## src/design/path_entropy_weight_adjust_defines.svh

```systemverilog
// Assertion helpers for the path entropy weight adjuster.
`ifndef PATH_ENTROPY_WEIGHT_ADJUST_DEFINES_SVH
`define PATH_ENTROPY_WEIGHT_ADJUST_DEFINES_SVH

// Checked only while out of reset.
`define PEWA_ASSERT(lbl, prop, msg) \
    lbl: assert property (@(posedge aclk) disable iff (!aresetn) prop) else $error(msg);

// Checked on every edge, reset included.
`define PEWA_ASSERT_ALWAYS(lbl, prop, msg) \
    lbl: assert property (@(posedge aclk) prop) else $error(msg);

`endif

```

## src/design/pewa_pkg.sv

```systemverilog
package pewa_pkg;

    localparam logic [31:0] LN2_Q32 = 32'd2977044472;
    localparam int LN_ITERS = 24;

    localparam logic [15:0] THRESH_RST = 16'd8192;
    localparam logic [15:0] SHRINK_RST = 16'd14746;
    localparam logic [15:0] GROW_RST   = 16'd18022;

    localparam logic [7:0] REG_THRESH = 8'd0;
    localparam logic [7:0] REG_SHRINK = 8'd1;
    localparam logic [7:0] REG_GROW   = 8'd2;

    typedef enum logic [4:0] {
        ST_CLEAR,
        ST_IDLE,
        ST_UPD,
        ST_SEEN_RD,
        ST_CNT_RD,
        ST_CLN_GO,
        ST_CLN_RUN,
        ST_CLN_MUL,
        ST_TERM,
        ST_ACC,
        ST_NLN_GO,
        ST_NLN_RUN,
        ST_NLN_MUL,
        ST_DIV_GO,
        ST_DIV_RUN,
        ST_FIN,
        ST_WMUL,
        ST_OUT
    } state_t;

    typedef struct packed {
        logic in_ready;
        logic upd;
        logic seen_rd;
        logic cnt_rd;
        logic ln_go_c;
        logic ln_go_n;
        logic ln_run;
        logic ln_mul;
        logic term;
        logic acc;
        logic div_go;
        logic div_run;
        logic fin;
        logic wmul;
        logic out_load;
        logic clr_step;
    } cmd_t;

    typedef struct packed {
        logic in_fire;
        logic in_last;
        logic clr_last;
        logic ln_last;
        logic idx_last;
        logic div_last;
        logic out_busy;
    } status_t;

endpackage

```

## src/design/pewa_ctrl.sv

```systemverilog
`include "path_entropy_weight_adjust_defines.svh"

module pewa_ctrl (
    input  logic             aclk,
    input  logic             aresetn,
    input  pewa_pkg::status_t sts,
    output pewa_pkg::cmd_t   cmd
);
    import pewa_pkg::*;

    state_t state_reg, state_next;

    always_ff @(posedge aclk) begin
        if (!aresetn) begin
            state_reg <= ST_CLEAR;
        end else begin
            state_reg <= state_next;
        end
    end

    always_comb begin
        state_next = state_reg;
        cmd = '0;
        case (state_reg)
            ST_CLEAR: begin
                cmd.clr_step = 1'b1;
                if (sts.clr_last) state_next = ST_IDLE;
            end
            ST_IDLE: begin
                cmd.in_ready = 1'b1;
                if (sts.in_fire) state_next = ST_UPD;
            end
            ST_UPD: begin
                cmd.upd = 1'b1;
                state_next = sts.in_last ? ST_SEEN_RD : ST_IDLE;
            end
            ST_SEEN_RD: begin
                cmd.seen_rd = 1'b1;
                state_next = ST_CNT_RD;
            end
            ST_CNT_RD: begin
                cmd.cnt_rd = 1'b1;
                state_next = ST_CLN_GO;
            end
            ST_CLN_GO: begin
                cmd.ln_go_c = 1'b1;
                state_next = ST_CLN_RUN;
            end
            ST_CLN_RUN: begin
                cmd.ln_run = 1'b1;
                if (sts.ln_last) state_next = ST_CLN_MUL;
            end
            ST_CLN_MUL: begin
                cmd.ln_mul = 1'b1;
                state_next = ST_TERM;
            end
            ST_TERM: begin
                cmd.term = 1'b1;
                state_next = ST_ACC;
            end
            ST_ACC: begin
                cmd.acc = 1'b1;
                state_next = sts.idx_last ? ST_NLN_GO : ST_SEEN_RD;
            end
            ST_NLN_GO: begin
                cmd.ln_go_n = 1'b1;
                state_next = ST_NLN_RUN;
            end
            ST_NLN_RUN: begin
                cmd.ln_run = 1'b1;
                if (sts.ln_last) state_next = ST_NLN_MUL;
            end
            ST_NLN_MUL: begin
                cmd.ln_mul = 1'b1;
                state_next = ST_DIV_GO;
            end
            ST_DIV_GO: begin
                cmd.div_go = 1'b1;
                state_next = ST_DIV_RUN;
            end
            ST_DIV_RUN: begin
                cmd.div_run = 1'b1;
                if (sts.div_last) state_next = ST_FIN;
            end
            ST_FIN: begin
                cmd.fin = 1'b1;
                state_next = ST_WMUL;
            end
            ST_WMUL: begin
                cmd.wmul = 1'b1;
                state_next = ST_OUT;
            end
            ST_OUT: begin
                if (!sts.out_busy) begin
                    cmd.out_load = 1'b1;
                    state_next = ST_IDLE;
                end
            end
            default: begin
                state_next = ST_CLEAR;
            end
        endcase
    end

    `PEWA_ASSERT(ACCEPT_TO_UPD, sts.in_fire |=> state_reg == ST_UPD, "accept not followed by update")
    `PEWA_ASSERT(LOAD_WHEN_FREE, cmd.out_load |-> !sts.out_busy, "result overwrote pending output")
    `PEWA_ASSERT_ALWAYS(RESET_CLEARS, !aresetn |=> state_reg == ST_CLEAR, "reset skipped clear sweep")

endmodule

```

## config.mk

```make
export PLATFORM = sky130hd
export DESIGN_NAME = pewa_ctrl
export DESIGN_NICKNAME = d
export VERILOG_FILES = /design/src/design/pewa_pkg.sv /design/src/design/pewa_ctrl.sv
export VERILOG_INCLUDE_DIRS = /design/src /design/src/design
export SDC_FILE = /design/constraint.sdc
export NUM_CORES = 1
export LEC_CHECK = 0
export ABC_AREA = 1
export ABC_CLOCK_PERIOD_IN_PS = 1250
export BUFFER_PORTS_ARGS = -buffer_cell sky130_fd_sc_hd__buf_2
export CORE_MARGIN = 2
export CORE_UTILIZATION = 44
export CTS_BUF_LIST = sky130_fd_sc_hd__clkbuf_4 sky130_fd_sc_hd__clkbuf_8
export CTS_CLUSTER_DIAMETER = 100
export DETAILED_ROUTE_END_ITERATION = 6
export PLACE_DENSITY = 0.77
export SLEW_MARGIN = 20
export SYNTH_ARGS = -nofsm -noshare
export SYNTH_HDL_FRONTEND = slang
export SYNTH_SLANG_ARGS = --single-unit
export TNS_END_PERCENT = 1
```

## constraint.sdc

```tcl
create_clock -name aclk -period 1.25 [get_ports aclk]
set_input_delay 0.125 -clock aclk [delete_from_list [all_inputs] [get_ports aclk]]
set_output_delay 0.125 -clock aclk [all_outputs]
set_load 0.02 [all_outputs]
```

# Word level (Yosys, flattened, before mapping)

Cells that the tools add are included.

Flip-flop bits (word level): 5
Input bits: 9

Equal/unequal tests: 23
Mux-type cells: 26
Reductions and logical operators: 4

Operator list:

| operator             | number |
|---|---|
| $pmux W5 S18         | 1 |
| $eq A5 B4 Y1 const B | 8 |
| $mux W5              | 6 |
| $eq A5 B3 Y1 const B | 4 |
| $mux W1              | 17 |
| $ne A2 B2 Y1 const B | 6 |
| $eq A5 B2 Y1 const B | 2 |
| $eq A5 B5 Y1 const B | 2 |
| $reduce_and A6 Y1    | 1 |
| $eq A5 B1 Y1 const B | 1 |
| $logic_not A5 Y1     | 1 |
| $mux W4              | 1 |
| $reduce_or A2 Y1     | 2 |
| $mux W2              | 1 |

# Longest topological paths before layout

Depth after elaboration: 3
Gate-level depth with buffers: 10
Gate-level depth less buffers: 10

# Worst setup path after synthesis

No wires, ideal clock.

Path type: register to output
Start: register state_reg[2]
End: output port cmd[1] (netlist bit)
Arrival time: 1.309 ns
Path slack: -0.184 ns
Cell stages (with the launch flop): 4
Cells stage by stage: dfxtp_1 nor2_4 inv_1 nor4_1

RTL lines:

| what                   | line            | text |
|---|---|---|
| from (decl)            | pewa_ctrl.sv:11 | `state_t state_reg, state_next;` |
| from (signal assigned) | pewa_ctrl.sv:17 | `state_reg <= state_next;` |
| to (decl)              | pewa_ctrl.sv:7  | `output pewa_pkg::cmd_t cmd` |

==> metrics <==
status=finished, violations left; failing checks=negative setup slack; detailed-route via count=923; Synth top area share=16.2%; VDD IR max=1.17 mV; Post-Route WL=2.42 mm; Power Density=1590 nW/um^2; hold-critical path depth=3; Initial Util=47.4%; vias per cell=5.27; Tmin final=1.46 ns; CP required=1.12 ns; Fmax=686 MHz; Place WS=-0.113 ns; placed wire-length estimate=1.49 mm; grt met2 use=44.4%; max reg flops=5; CP arrival=1.33 ns; Pleak=0.613 nW; starting DRC count in detailed routing=49; H-Tree Depth=1; startpoint types=flip-flop; top cells by area, synth=dfxtp_1 (16%), inv_1 (13%), nor2_1 (13%); Synth area leader=dfxtp_1; GRT Resource Usage Total=26.2%; GRT Residual Overflow=0; final antenna-violating net count=0; final max-slew violation count=0; Slew @ Worst Pin=0.220 ns; core box area=1300 um^2; # nets final=170; register area share after synthesis=16.2%; Synth Cell Area=617 um^2; Max Clock Skew=0.0000480 ns; GR Util met3=5.22%; die width=41.4 um; crit path capture=cmd[9]; number of I/O pins=25; Setup Crit Path Kind=reg -> out; post-route clock period utilization=117%; DRC Markers=0; CP Max Fanout=4; Max-cap violations=0; highest-count cells in the layout ignoring fill and taps=buf_4 (31), inv_1 (17), nand2_1 (16), nor2_1 (15), buf_2 (10); number of global-route vias before repair=824; largest net degree at the start of global routing=9; area of the die=1720 um^2; final hold vios=0; Cell variety after synth=22; Num CTS Buffers=3; Setup-failing EPs final=18; final setup margin=-0.207 ns; area grow syn2layout=77.5%; final RePlAce weighted congestion=0.968; Sink Count=5; syn_area_per_cell=5.66 um^2; Placed Area=878 um^2; standard-cell rows=13; Ys Warns=0; reg2reg path depth=9; Port Buf Inserts=24; proportion of layout cells with a drive suffix above 1=56.9%; post-synthesis cell count=109; commonest non-fill, non-tap cell in the layout=buf_4; R2R Path Start=state_reg[1]$_SDFFE_PN0P_; first-pass GRT wire length=3.55 mm; drt first pass iters=4; Die Ht=41.4 um; Reg2Reg Setup Slack=-0.17 ns; clock slew at reported path FFs=0.04 ns; Setup crit end kind=output port; drt wl/cell=13.8 um; Max Buffers Root-to-Sink=2; class of the worst hold path=in -> reg; global routing's busiest layer=met2; Critical path origin=state_reg[0]$_SDFFE_PN0P_; # diodes=0; Setup TNS=-2.55 ns; flops & latches, synth=5; GR Layer Usage met1=29.7%; relative slew slack=85.2%; reg-to-reg endpoint=state_reg[1]$_SDFFE_PN0P_; Mapped Nets=118; initial antenna violation count=0; Final Util=84.1%; design area=1090 um^2; clock root buffer=clkbuf_4; RSZ-0062 raised after global routing=true; CTS tree=done; later-pin clock latency in the skew report=0.24 ns
==> power breakdown <==
part | switching, mW | internal, mW | leakage, nW
logic | 0.706 | 0.564 | 0.551
registers | 0.0588 | 0.204 | 0.0438
clock network | 0.0686 | 0.142 | 0.0184
total | 0.834 | 0.910 | 0.613
==> per-stage QoR <==
step	hold WS [ns]	power (mW)	std cells
final	0.113	1.74	175
after global routing	0.132	1.84	175
after CTS	0.110	1.66	175
after floorplan	0.251	0.862	109
after global placement	0.369	1.18	164
after detailed placement	0.376	1.20	164
==> worst max-delay path, stage by stage, from the launching register on <==
cell	delay, ns
dfxtp_2	0.34
inv_4	0.09
nand2_2	0.12
nor2_2	0.16
nand2_1	0.13
nand2_2	0.11
buf_4	0.14
==> cell families after synthesis <==
group           Yosys count  synth area share [%]
compound gates           13                  12.0
simple gates             65                  54.8
buf+inv                  26                  17.0
flops                     5                  16.2
==> Yosys cell counts (all sizes together) <==
master	instances
nor4	1
o21a	1
nand3	9
nand4	4
and2	1
o22ai	1
a31oi	1
a21oi	4
nand2	23
inv	25
o21ai	6
nor2	26
nor3	1
buf	1
dfxtp	5
==> what timing repair did <==
item	4_1_cts	5_1_grt
pin swaps	5	1
setup endpoints to repair	21	21
gates resized for setup	32	18
hold buffers	0	0
buffers inserted	7	0
==> layout make-up <==
| cell class | count | area [um^2] |
|---|---|---|
| Timing Repair Buffer | 48 | 362 |
| Multi-Input combinational cell | 78 | 467 |
| Inverter | 25 | 104 |
| Clock buffer | 4 | 30.0 |
| Tap cell | 15 | 18.8 |
| Sequential cell | 5 | 114 |
| Fill cell | 74 | 206 |
==> per-layer routing <==
layer / share of wire [%] / up-vias
li1: - / 443
met1: 38 / 393
met2: 48 / 70
met3: 8.3 / 17
met4: 5.2 / 0
met5: 0 / -
==> worst min-delay path by stage <==
stage                 start  slack [ns]                         to
detailed placement  aresetn        0.38  state_reg[0]$_SDFFE_PN0P_
finish              aresetn        0.11  state_reg[0]$_SDFFE_PN0P_
global route        aresetn        0.13  state_reg[0]$_SDFFE_PN0P_
floorplan           aresetn        0.25  state_reg[0]$_SDFFE_PN0P_
CTS                 aresetn        0.11  state_reg[0]$_SDFFE_PN0P_
global placement    aresetn        0.37  state_reg[0]$_SDFFE_PN0P_
No activity file was read; power rests on OpenSTA's default activity.
